File: config.mk
export PLATFORM = sky130hd
export DESIGN_NAME = remote_drive_command_failsafe_unit
export DESIGN_NICKNAME = d
export VERILOG_FILES = /design/src/rtl/rdcf_pkg.sv /design/src/rtl/rdcf_window.sv /design/src/rtl/remote_drive_command_failsafe_unit.sv
export SDC_FILE = /design/constraint.sdc
export NUM_CORES = 2
export LEC_CHECK = 0
export BUFFER_PORTS_ARGS = -buffer_cell sky130_fd_sc_hd__buf_2
export CAP_MARGIN = 0
export CORE_UTILIZATION = 55
export CTS_BUF_LIST = sky130_fd_sc_hd__clkbuf_4 sky130_fd_sc_hd__clkbuf_8
export CTS_CLUSTER_DIAMETER = 100
export DETAILED_ROUTE_END_ITERATION = 7
export HOLD_SLACK_MARGIN = 0.15
export PLACE_DENSITY_LB_ADDON = 0.15
export SKIP_CTS_REPAIR_TIMING = 1
export SKIP_LAST_GASP = 1
export SYNTH_ARGS = -nofsm -noshare
export SYNTH_HDL_FRONTEND = slang
export SYNTH_SLANG_ARGS = --single-unit
export TNS_END_PERCENT = 30
File: constraint.sdc
create_clock -name clk -period 10.6 [get_ports clk]
set_input_delay 0.53 -clock clk [delete_from_list [all_inputs] [get_ports clk]]
set_output_delay 0.53 -clock clk [all_outputs]
set_load 0.005 [all_outputs]
File: src/rtl/rdcf_pkg.sv
// Package for the remote drive command failsafe unit.
// Transaction structs, constants and shared helpers; no dependencies.
package rdcf_pkg;

    localparam int WINDOW_DEPTH_DEF = 64;
    localparam int WINDOW_MS_DEF    = 1000;
    localparam int GAP_MS_DEF       = 100;
    localparam int GAP_LIMIT_DEF    = 5;

    localparam logic [7:0]  RAW_CENTRE     = 8'd100;
    localparam logic [15:0] RAW_TOP        = 16'd200;
    localparam logic [14:0] FAILSAFE_BRAKE = 15'd30000;
    localparam logic [7:0]  SLOW_SPEED     = 8'd10;
    localparam logic [7:0]  TOP_GEAR       = 8'd4;
    localparam logic [7:0]  MODE_REMOTE    = 8'd4;
    localparam logic [7:0]  MODE_ASSIST    = 8'd2;

    localparam logic [1:0] REG_SPEED_CAP  = 2'd0;
    localparam logic [1:0] REG_TIMEOUT_MS = 2'd1;
    localparam logic [1:0] REG_RECOVER_MS = 2'd2;

    localparam logic ACT_FRAME = 1'b0;
    localparam logic ACT_CHECK = 1'b1;

    typedef struct packed {
        logic        action;
        logic [31:0] now_ms;
        logic [7:0]  control_mode;
        logic [15:0] throttle_brake;
        logic [7:0]  steering_raw;
        logic [7:0]  gear_request;
        logic [7:0]  heartbeat;
        logic [7:0]  speed_request;
    } rdcf_in_t;

    typedef struct packed {
        logic               remote_enable;
        logic               assist_enable;
        logic [2:0]         gear_out;
        logic [7:0]         speed_limit_out;
        logic [14:0]        accel_out;
        logic [14:0]        brake_out;
        logic signed [15:0] steer_out;
        logic [7:0]         heartbeat_out;
        logic               timeout_fault;
        logic               delay_fault;
        logic               changed;
    } rdcf_out_t;

    // x * 32767 / 100 for x in 0..100, truncated; 327.67 as a fixed point multiplier
    // with 14 fraction bits, exact over the whole input range
    function automatic logic [14:0] scale_full(input logic [6:0] x);
        logic [29:0] p;
        begin
            p = 30'(x) * 30'd5368546;
            scale_full = p[28:14];
        end
    endfunction

endpackage

File: src/rtl/rdcf_window.sv
// Gap window memory with an iterative scan unit for the failsafe unit.
// Depends on rdcf_pkg.
module rdcf_window
    import rdcf_pkg::*;
#(
    parameter int WINDOW_DEPTH = WINDOW_DEPTH_DEF,
    parameter int WINDOW_MS    = WINDOW_MS_DEF,
    parameter int GAP_MS       = GAP_MS_DEF
)
(
    input  logic        clk,
    input  logic        rst_n,
    input  logic        clear,
    input  logic        start,
    input  logic [31:0] beat_time,
    output logic        done,
    output logic [5:0]  gaps
);
    localparam int AW = $clog2(WINDOW_DEPTH);
    localparam int CW = $clog2(WINDOW_DEPTH + 1);

    typedef enum logic [2:0] {S_IDLE, S_AGE_RD, S_AGE, S_SCAN_RD, S_SCAN, S_DONE} st_t;

    logic [31:0] mem [WINDOW_DEPTH];
    logic [31:0] rd_data_reg;
    logic [AW-1:0] head_reg, rd_addr;
    logic [CW-1:0] count_reg, idx_reg;
    logic [31:0] prev_reg;
    logic [5:0]  gaps_reg;
    st_t state_reg;
    logic rd_en;

    // all callers pass values below 2*WINDOW_DEPTH
    function automatic logic [AW-1:0] wrap(input logic [CW:0] v);
        wrap = (v >= (CW+1)'(WINDOW_DEPTH)) ? AW'(v - (CW+1)'(WINDOW_DEPTH)) : AW'(v);
    endfunction

    always_comb
    begin
        rd_en   = (state_reg == S_AGE_RD) || (state_reg == S_SCAN_RD);
        rd_addr = (state_reg == S_AGE_RD) ? head_reg
                : wrap({1'b0, CW'(head_reg)} + {1'b0, idx_reg});
    end

    // a full window overwrites the oldest entry, at head
    always_ff @(posedge clk)
    begin
        if (start && state_reg == S_IDLE && !clear)
            mem[wrap({1'b0, CW'(head_reg)} + {1'b0, count_reg})] <= beat_time;
        if (rd_en)
            rd_data_reg <= mem[rd_addr];
    end

    always_ff @(posedge clk or negedge rst_n)
    begin
        if (!rst_n)
        begin
            state_reg <= S_IDLE;
            head_reg  <= '0;
            count_reg <= '0;
            idx_reg   <= '0;
            gaps_reg  <= '0;
            prev_reg  <= '0;
        end
        else
        begin
            unique case (state_reg)
                S_IDLE:
                begin
                    if (clear)
                    begin
                        head_reg  <= '0;
                        count_reg <= '0;
                    end
                    else if (start)
                    begin
                        if (count_reg >= CW'(WINDOW_DEPTH))
                            head_reg <= wrap({1'b0, CW'(head_reg)} + 1'b1);
                        else
                            count_reg <= count_reg + 1'b1;
                        gaps_reg  <= '0;
                        state_reg <= S_AGE_RD;
                    end
                end
                S_AGE_RD:
                    state_reg <= (count_reg == '0) ? S_SCAN_RD : S_AGE;
                S_AGE:
                begin
                    if (beat_time - rd_data_reg > 32'(WINDOW_MS))
                    begin
                        head_reg  <= wrap({1'b0, CW'(head_reg)} + 1'b1);
                        count_reg <= count_reg - 1'b1;
                        state_reg <= S_AGE_RD;
                    end
                    else
                    begin
                        idx_reg   <= '0;
                        state_reg <= S_SCAN_RD;
                    end
                end
                S_SCAN_RD:
                    state_reg <= (idx_reg >= count_reg) ? S_DONE : S_SCAN;
                S_SCAN:
                begin
                    if (idx_reg != '0 && rd_data_reg - prev_reg > 32'(GAP_MS)
                        && gaps_reg != 6'h3f)
                        gaps_reg <= gaps_reg + 1'b1;
                    prev_reg  <= rd_data_reg;
                    idx_reg   <= idx_reg + 1'b1;
                    state_reg <= S_SCAN_RD;
                end
                S_DONE:
                begin
                    if (clear)
                    begin
                        head_reg  <= '0;
                        count_reg <= '0;
                    end
                    state_reg <= S_IDLE;
                end
                default:
                    state_reg <= S_IDLE;
            endcase
        end
    end

    assign done = (state_reg == S_DONE);
    assign gaps = gaps_reg;
endmodule

File: src/rtl/remote_drive_command_failsafe_unit.sv
// Top level of the remote drive command failsafe unit: sequencer and command state.
// Depends on rdcf_pkg and rdcf_window.
//
// Usage: items arrive on in_valid/in_ready as rdcf_in_t; one result per
// transaction leaves on out_valid/out_ready as rdcf_out_t. Registers are
// written on cfg_valid/cfg_ready (index 0 speed_cap, 1 timeout_ms,
// 2 recover_ms); other indexes are ignored.
// A command frame, or a check with remote disabled, goes through S_FRAME or
// S_CHECK to S_OUT. A supervision check with remote enabled then walks the gap
// window in rdcf_window one entry at a time: push the beat time, age out stale
// entries, count gaps. in_ready is low while an item is in work or its result
// is unread; the next item can be taken in the cycle after the result leaves.
// Reset clears all command state and fault flags, empties the window and
// loads the register defaults. A stalled receiver holds the result
// register and blocks new items; nothing is lost.
module remote_drive_command_failsafe_unit
    import rdcf_pkg::*;
#(
    parameter int WINDOW_DEPTH = WINDOW_DEPTH_DEF,
    parameter int WINDOW_MS    = WINDOW_MS_DEF,
    parameter int GAP_MS       = GAP_MS_DEF,
    parameter int GAP_LIMIT    = GAP_LIMIT_DEF
)
(
    input  logic        clk,
    input  logic        rst_n,
    input  logic        in_valid,
    output logic        in_ready,
    input  rdcf_in_t    in_data,
    output logic        out_valid,
    input  logic        out_ready,
    output rdcf_out_t   out_data,
    input  logic        cfg_valid,
    output logic        cfg_ready,
    input  logic [1:0]  cfg_index,
    input  logic [15:0] cfg_data
);
    typedef enum logic [2:0] {S_IDLE, S_FRAME, S_CHECK, S_WAIT, S_GAPS, S_OUT} st_t;

    st_t state_reg;
    rdcf_in_t in_reg;
    logic [7:0]  speed_cap_reg;
    logic [15:0] timeout_ms_reg, recover_ms_reg;
    logic remote_reg, assist_reg, changed_reg, tfault_reg, dfault_reg;
    logic [2:0]  gear_reg;
    logic [7:0]  speed_reg, beat_reg;
    logic [14:0] accel_reg, brake_reg;
    logic signed [15:0] steer_reg;
    logic [31:0] beat_time_reg, trec_reg, drec_reg;
    logic [12:0] snap_reg;

    logic win_clear, win_start, win_done;
    logic [5:0] win_gaps;

    rdcf_window #(
        .WINDOW_DEPTH(WINDOW_DEPTH),
        .WINDOW_MS(WINDOW_MS),
        .GAP_MS(GAP_MS)
    ) u_window (
        .clk(clk),
        .rst_n(rst_n),
        .clear(win_clear),
        .start(win_start),
        .beat_time(beat_time_reg),
        .done(win_done),
        .gaps(win_gaps)
    );

    // frame datapath
    logic off, f_remote, f_assist;
    logic [15:0] tb_c;
    logic signed [8:0] centre;
    logic [6:0] mag;
    logic [14:0] steer_mag;
    logic [2:0] f_gear;
    logic [7:0] f_speed;
    logic [14:0] f_accel, f_brake;
    logic [12:0] f_snap;
    logic timed_out;

    always_comb
    begin
        off      = (in_reg.throttle_brake != 16'(RAW_CENTRE)) || (in_reg.steering_raw != RAW_CENTRE);
        f_remote = (in_reg.control_mode == MODE_REMOTE || in_reg.control_mode == MODE_ASSIST) && off;
        f_assist = (in_reg.control_mode == MODE_ASSIST) && off;
        tb_c     = (in_reg.throttle_brake > RAW_TOP) ? RAW_TOP : in_reg.throttle_brake;
        centre   = $signed({1'b0, RAW_CENTRE}) - $signed({1'b0, in_reg.steering_raw});
        if (centre < -9'sd100)
            centre = -9'sd100;
        mag       = centre[8] ? 7'(-centre) : 7'(centre);
        steer_mag = scale_full(mag);
        f_accel   = '0;
        f_brake   = '0;
        if (tb_c > 16'(RAW_CENTRE))
            f_accel = scale_full(7'(tb_c - 16'(RAW_CENTRE)));
        else if (tb_c < 16'(RAW_CENTRE))
            f_brake = scale_full(7'(16'(RAW_CENTRE) - tb_c));
        f_gear  = (in_reg.gear_request > TOP_GEAR) ? 3'd0 : in_reg.gear_request[2:0];
        f_speed = (in_reg.speed_request > speed_cap_reg) ? speed_cap_reg : in_reg.speed_request;
        f_snap  = {f_speed, f_assist, f_remote, f_gear};
        timed_out = (in_reg.now_ms - beat_time_reg) > {16'd0, timeout_ms_reg};
    end

    assign in_ready  = (state_reg == S_IDLE);
    assign cfg_ready = 1'b1;
    assign out_valid = (state_reg == S_OUT);
    assign win_start = (state_reg == S_WAIT);
    // empty the window on a timeout before the push, and after a delay fault
    assign win_clear = ((state_reg == S_CHECK) && remote_reg && timed_out)
                     || ((state_reg == S_GAPS) && win_done && (win_gaps >= 6'(GAP_LIMIT)));

    always_comb
    begin
        out_data.remote_enable   = remote_reg;
        out_data.assist_enable   = assist_reg;
        out_data.gear_out        = gear_reg;
        out_data.speed_limit_out = speed_reg;
        out_data.accel_out       = accel_reg;
        out_data.brake_out       = brake_reg;
        out_data.steer_out       = steer_reg;
        out_data.heartbeat_out   = beat_reg;
        out_data.timeout_fault   = tfault_reg;
        out_data.delay_fault     = dfault_reg;
        out_data.changed         = changed_reg;
    end

    always_ff @(posedge clk)
    begin
        if (in_valid && in_ready)
            in_reg <= in_data;
    end

    always_ff @(posedge clk or negedge rst_n)
    begin
        if (!rst_n)
        begin
            state_reg      <= S_IDLE;
            speed_cap_reg  <= 8'd30;
            timeout_ms_reg <= 16'd500;
            recover_ms_reg <= 16'd3000;
            remote_reg     <= 1'b0;
            assist_reg     <= 1'b0;
            changed_reg    <= 1'b0;
            tfault_reg     <= 1'b0;
            dfault_reg     <= 1'b0;
            gear_reg       <= '0;
            speed_reg      <= '0;
            beat_reg       <= '0;
            accel_reg      <= '0;
            brake_reg      <= '0;
            steer_reg      <= '0;
            beat_time_reg  <= '0;
            trec_reg       <= '0;
            drec_reg       <= '0;
            snap_reg       <= '0;
        end
        else
        begin
            if (cfg_valid)
            begin
                unique case (cfg_index)
                    REG_SPEED_CAP:  speed_cap_reg  <= cfg_data[7:0];
                    REG_TIMEOUT_MS: timeout_ms_reg <= cfg_data;
                    REG_RECOVER_MS: recover_ms_reg <= cfg_data;
                    default: ;
                endcase
            end
            unique case (state_reg)
                S_IDLE:
                    if (in_valid)
                        state_reg <= (in_data.action == ACT_FRAME) ? S_FRAME : S_CHECK;
                S_FRAME:
                begin
                    remote_reg  <= f_remote;
                    assist_reg  <= f_assist;
                    steer_reg   <= centre[8] ? $signed({1'b0, steer_mag})
                                             : -$signed({1'b0, steer_mag});
                    accel_reg   <= f_accel;
                    brake_reg   <= f_brake;
                    gear_reg    <= f_gear;
                    speed_reg   <= f_speed;
                    if (beat_reg != in_reg.heartbeat)
                    begin
                        beat_reg      <= in_reg.heartbeat;
                        beat_time_reg <= in_reg.now_ms;
                    end
                    changed_reg <= (f_snap != snap_reg);
                    snap_reg    <= f_snap;
                    state_reg   <= S_OUT;
                end
                S_CHECK:
                begin
                    changed_reg <= 1'b0;
                    if (!remote_reg)
                    begin
                        if (tfault_reg)
                            brake_reg <= '0;
                        tfault_reg <= 1'b0;
                        dfault_reg <= 1'b0;
                        state_reg  <= S_OUT;
                    end
                    else
                    begin
                        if (timed_out)
                        begin
                            accel_reg  <= '0;
                            brake_reg  <= FAILSAFE_BRAKE;
                            tfault_reg <= 1'b1;
                            trec_reg   <= '0;
                        end
                        else if (trec_reg == '0)
                            trec_reg <= in_reg.now_ms;
                        else if (in_reg.now_ms - trec_reg >= {16'd0, recover_ms_reg})
                        begin
                            if (tfault_reg)
                            begin
                                tfault_reg <= 1'b0;
                                brake_reg  <= '0;
                            end
                            trec_reg <= '0;
                        end
                        state_reg <= S_WAIT;
                    end
                end
                S_WAIT:
                    state_reg <= S_GAPS;
                S_GAPS:
                    if (win_done)
                    begin
                        if (win_gaps >= 6'(GAP_LIMIT))
                        begin
                            if (speed_reg > SLOW_SPEED)
                                speed_reg <= SLOW_SPEED;
                            dfault_reg <= 1'b1;
                            drec_reg   <= '0;
                        end
                        else if (win_gaps != '0)
                            drec_reg <= '0;
                        else if (drec_reg == '0)
                            drec_reg <= in_reg.now_ms;
                        else if (in_reg.now_ms - drec_reg >= {16'd0, recover_ms_reg})
                        begin
                            dfault_reg <= 1'b0;
                            drec_reg   <= '0;
                        end
                        state_reg <= S_OUT;
                    end
                S_OUT:
                    if (out_ready)
                        state_reg <= S_IDLE;
                default:
                    state_reg <= S_IDLE;
            endcase
        end
    end
endmodule
After elaboration in Yosys (flattened, before gate mapping)
Memory sizes are Yosys's and may differ from the RTL's. A register that Yosys moved wholly into a read port is not among the register bits.
Index checks and enable logic that the tools add are counted.
{"block": "totals", "n_memories": 1, "word_cells": 243, "ramBits": 2048, "reg_bits": 371, "in_bits": 112, "output_inout_bits": 73}
{"block": "classes", "n_eq_ne": 43, "n_addsub": 20, "reduce_logical": 49, "mul": 3, "magnitude_cmp": 18, "muxes": 77}
{"memory": "u_window.mem", "depth": 64, "word_bits": 32, "rd": 1, "rd_ports_with_merged_regs": 1, "wr": 1, "line": "rdcf_window.sv:24", "source": "logic [31:0] mem [WINDOW_DEPTH];"}
{"op": "32-bit two-way mux", "count": 7}
{"op": "32-bit subtractor", "count": 5}
{"op": "15-bit two-way mux", "count": 10}
{"op": "7-bit by 22-bit multiplier with 28-bit output (second input constant)", "count": 3}
{"op": "6-bit two-way mux", "count": 12}
{"op": "32-bit by 16-bit greater-or-equal comparator with 1-bit output", "count": 2}
{"op": "32-bit zero test", "count": 2}
{"op": "15-bit case mux with 2 select lines", "count": 2}
{"op": "7-bit two-way mux", "count": 7}
{"op": "32-bit by 10-bit > comparator with 1-bit output (second input constant)", "count": 1}
{"op": "32-bit by 16-bit > comparator with 1-bit output", "count": 1}
{"op": "32-bit by 7-bit > comparator with 1-bit output (second input constant)", "count": 1}
{"op": "16-bit two-way mux", "count": 2}
{"op": "8-bit two-way mux", "count": 4}
{"op": "3-bit two-way mux", "count": 7}
{"op": "7-bit case mux with 3 select lines", "count": 1}
{"op": "3-bit case mux with 6 select lines", "count": 1}
{"op": "6-bit case mux with 3 select lines", "count": 1}
{"op": "3-bit AND reduction", "count": 6}
{"op": "6-bit by 1-bit subtractor with 6-bit output (second input constant)", "count": 3}
{"op": "6-bit by 7-bit adder with 8-bit output", "count": 2}
{"op": "8-bit by 7-bit greater-or-equal comparator with 1-bit output (second input constant)", "count": 2}
{"op": "16-bit by 7-bit > comparator with 1-bit output (second input constant)", "count": 1}
{"op": "16-bit by 8-bit > comparator with 1-bit output (second input constant)", "count": 1}
{"op": "other kinds (59)", "count": 126}

Logic depth before layout (Yosys ltp)
{"block": "logic_depth", "word_depth": 8, "depth_mapped": 36, "depth_no_buf": 35}

Cells and area by module
From an unflattened synthesis, not the netlist that was laid out.
{"block": "unflattened", "cells_unflattened": 9975, "area_unflattened_um2": 116108.9}
{"mod": "rdcf_window", "seq_area_each_um2": 63986.4, "area_each_um2": 90093.9, "cells_per_inst": 7240, "instances": 1}
{"mod": "remote_drive_command_failsafe_unit", "seq_area_each_um2": 8094.0, "area_each_um2": 26015.0, "cells_per_inst": 2735, "instances": 1}

Worst setup path before layout
No wires, ideal clock.
{"block": "synth_timing", "kind": "register to register", "from": "register in_reg[24] (netlist name)", "to": "register steer_reg[14]", "t_required_ps": 10524, "period_less_slack_ps": 7940, "t_arrival_ps": 7863, "n_path_buf": 1, "path_slack_ps": 2660, "path_stages_with_launch": 34, "setup_ps": 76, "cell_sequence": "edfxtp_1 inv_1 ha_1 a211o_1 a22oi_1 o32ai_1 a32oi_1 ha_1 clkbuf_1 nor4_1 nor2_1 and3b_1 a31oi_1 xnor2_1 inv_1 ha_1 inv_1 ha_1 fa_1 fa_1 fa_1 ha_1 and3_1 a2111oi_0 o31ai_1 and4_1 a21oi_1 a311oi_1 or3_1 a211oi_1 and3_1 a31oi_1 xor2_1 o21ai_1"}
{"block": "synth_via", "elab_chain_len": 8}
{"element": "start: declaration", "line": "remote_drive_command_failsafe_unit.sv:41", "source": "rdcf_in_t in_reg;"}
{"element": "start signal: assignment", "line": "remote_drive_command_failsafe_unit.sv:130", "source": "in_reg <= in_data;"}
{"element": "7-bit by 8-bit subtractor with 9-bit output (*)", "line": "remote_drive_command_failsafe_unit.sv:87", "source": "centre = $signed({1'b0, RAW_CENTRE}) - $signed({1'b0, in_reg.steering_raw});"}
{"element": "9-bit by 8-bit < comparator with 1-bit output", "line": "remote_drive_command_failsafe_unit.sv:88", "source": "if (centre < -9'sd100)"}
{"element": "9-bit two-way mux (*)", "line": "remote_drive_command_failsafe_unit.sv:88"}
{"element": "7-bit negation", "line": "remote_drive_command_failsafe_unit.sv:90", "source": "mag = centre[8] ? 7'(-centre) : 7'(centre);"}
{"element": "7-bit two-way mux", "line": "remote_drive_command_failsafe_unit.sv:90"}
{"element": "7-bit by 22-bit multiplier with 28-bit output", "line": "rdcf_pkg.sv:55", "source": "p = 30'(x) * 30'd5368546;"}
{"element": "15-bit negation with 16-bit output", "line": "remote_drive_command_failsafe_unit.sv:177", "source": ": -$signed({1'b0, steer_mag});"}
{"element": "16-bit two-way mux (*)", "line": "remote_drive_command_failsafe_unit.sv:176", "source": "steer_reg <= centre[8] ? $signed({1'b0, steer_mag})"}
{"element": "end signal: assignment", "line": "remote_drive_command_failsafe_unit.sv:176"}
{"element": "end: declaration", "line": "remote_drive_command_failsafe_unit.sv:48", "source": "logic signed [15:0] steer_reg;"}
Mark *: on every way between the ends. The rest lies on a longest branch, timed or not.
A chain may end at the register's enable or synchronous reset.

Worst setup path after layout
Ends and elaborated chain as after synthesis.

==> summary.md <==
| Metric | Value |
|---|---|
| Met3 Use GR | 5.21% |
| Initial Utilization | 55.4% |
| Crit path launch type | flip-flop |
| Layout Nets | 8597 |
| Skew-Pair Late Insertion Delay | 1.13 ns |
| Multi-input gate area | 39200 um2 |
| Clk_skew | around 0.12 ns |
| Die Height | between 400 and 500 um |
| Area leader, netlist | edfxtp_1 |
| Crit Path Class | flip-flop to flip-flop |
| Final setup viols | 0 |
| Initial antenna violation count | 21 |
| Max reg flops | 2048 |
| Final period utilization | 84.9% |
| Post-synth top area share | 57.3% |
| Synth warnings | 0 |
| Setup Total Neg Slack | 0 ns |
| Synth Instances | about 7400 |
| Gpl congestion | ~0.90 |
| Reg clk slew, reported paths | 0.06 ns |
| Post-DR vias/cell | 6.31 |
| Worst path top cell family by delay | adder cells |
| Cell Area, Synth | 114000 um2 |
| Final core occ | 62.3% |
| GR Util All Layers | 29.1% |
| Met2 Use GR | between 40% and 50% |
| Final Hold Vio Count | 0 |
| Rows | 166 |
| Hold Slack | 0.189 ns |
| Max incr delay on CP | approximately 0.62 ns |
| Crit-path max FO | 9 |
| EDFF count, synth | 2168 |
| Post-Route WL | 306 mm |
| Critical path buffers and inverters | 3 |
| Synth async-reset ratio | a little under an eighth |
| Fillers | 15000 |
| IO Pins | 185 |
| Post-DRT Antenna Nets | 0 |
| CTS tree | built |
| Post-DP HPWL | around 190 mm |
| DRC | 0 |
| Pins over their slew limit | 0 |
| Worst EP required | ~12 ns |
| Class of the tightest hold or removal check | primary input to flip-flop |
| Critical path endpoint category | flip-flop |
| CTS Buf Count | approximately 400 |
| Post-Place Cells | 10100 |
| CTS sink cnt | 2446 |
| Core area | 205000 um2 |
| Met1 Use GR | 41.2% |
| Crit path max-delay cell type | o31ai_1 |
| Drt wl/cell | 27.9 um |
| Worst Tran Pin Value | 1.32 ns |
| Reg area | 72100 um2 |
| Syn_area_per_cell | 15.4 um2 |
| Yosys cell types | 104 |
| Total gr overflow | 0 |
| Area grow syn2layout | 12.4% |
| Max H-tree Level | 5 |
| Top cells by area, synth | edfxtp_1, mux4_2, dfrtp_1 |
| Vias in the first global route | 68200 |
| First-pass GRT wire length | between 400 and 500 mm |
| GR peak layer | met2 |
| Seq/Total Area, Yosys | 63.5% |
| Largest net degree at the start of global routing | 122 |
| Port bufs | 183 |
| Final Instance Count excl. Fillers | 11000 |
| FMAX | 111 MHz |
| Syn Nets | 8024 |
| Period minus WS final | roughly 9 ns |
| Die Wd | 456 um |
| RSZ-0062 raised after global routing | no |
| Layout cell share with drive strength beyond 1 | slightly above 20% |
| Worst EP arrival | ~9.9 ns |
| Rel. slew slack | 11.4% |
| Die area | 208000 um2 |
| Max clock buf depth | 4 |
| DR iter-0 viols | 7511 |
| Number of iterations in the first detailed-routing pass | 7 |
| Root buffer cell | clkbuf_8 |
| DR vias | 69200 |
| Register bit total from synthesis | 2446 |
| Status | completed |
| Most frequent CP cell | ha_1 |
| Main synth FF type | edfxtp_1 |
| Max Cap Viol | 0 |
-- cell families after synthesis --
logic type	Yosys count	synth area share, %
compound gates	1403	8.13
xor+xnor	173	1.33
fa+ha+maj	526	6.38
buf+inv	753	2.57
flops	2446	63.5
mux	717	12.0
other cells	1	0.00330
simple gates	1367	6.11
-- final timing paths --
| kind | from | to | slack (ns) | cells after the start |
|---|---|---|---|---|
| worst min register to register | accel_reg[5]$_DFFE_PN0P_ | accel_reg[5]$_DFFE_PN0P_ | 0.47 | 2 |
| worst min-delay path | in_data[52] | in_reg[52]$_DFFE_PP_ | 0.19 | 2 |
| max in group asynchronous | rst_n | drec_reg[13]$_DFFE_PN0P_ | 8.00 | 5 |
| min in group asynchronous | rst_n | u_window.prev_reg[19]$_DFFE_PN0P_ | 0.55 | 3 |
| worst max-delay path | in_reg[24]$_DFFE_PP_ | steer_reg[14]$_DFFE_PN0P_ | 1.60 | 32 |
| worst max register to register | in_reg[24]$_DFFE_PP_ | steer_reg[14]$_DFFE_PN0P_ | 1.60 | 32 |
-- cells in the final DEF, fill, tap and decap left out, types with 29 or more instances in the layout --
cell           instances
clkinv_1              99
buf_4                172
dfrtp_1              229
nand3_1              140
o21a_1                40
ha_1                 438
inv_1                423
mux2i_1              155
dfrtp_2               32
nor3_1                65
a21o_1               109
nand2b_1              54
fa_1                  88
a211oi_1             256
o21ai_0              230
o21ai_1               33
nand4_1               69
mux2_2                46
clkbuf_4             131
mux4_2               512
nor2b_1              174
o31ai_1               29
edfxtp_1            2168
clkinv_2              38
and3_1                35
nor2_1               186
a21oi_1              372
buf_2                182
nor2_4                64
nor4_1                46
nand2_1              370
xor2_1                74
xnor2_1               98
clkbuf_8             417
a31oi_1               34
dlygate4sd3_1        132
-- cell usage after synthesis (all sizes together) (28+ instances only) --
cell type / instances
o31ai: 30
a211oi: 257
and3: 35
xnor2: 99
nor2b: 175
fa: 88
nor2: 255
nand4: 69
mux2i: 157
nand2b: 54
a31oi: 36
o21a: 40
xor2: 74
mux2: 48
edfxtp: 2168
clkbuf: 235
a21oi: 377
buf: 94
nand3: 140
inv: 423
dfrtp: 261
nor4: 48
o21ai: 263
or3: 29
ha: 438
a21o: 109
mux4: 512
nand2: 371
o211ai: 28
nor3: 66
-- layer usage --
metal | routed length, um | share of wire, % | vias up
met5 | 23 | 0.0075 | -
met4 | 9430 | 3.1 | 4
met3 | 25300 | 8.3 | 557
met2 | 144000 | 47 | 3120
met1 | 127000 | 41 | 35300
li1 | - | - | 30200
-- cell type report --
class,count,share of cell area [%]
inverter,424,1.25
multi-input combinational,4187,30.7
tap,2688,2.63
timing repair buffer,498,2.94
clock inverter,154,0.710
sequential,2446,56.5
clock buffer,548,5.26
antenna,13,0.0255
-- metrics by stage --
stage | setup slack (ns) | instance area [um2]
after detailed placement | 1.67 | 119000
after global routing | 0.666 | 128000
after global placement | 1.75 | 119000
after floorplan | 2.66 | 114000
after CTS | 1.66 | 126000
final | 1.60 | 128000
Power is not shown: default switching activity piles up to over one toggle a cycle in this logic, so the estimate is an artifact.
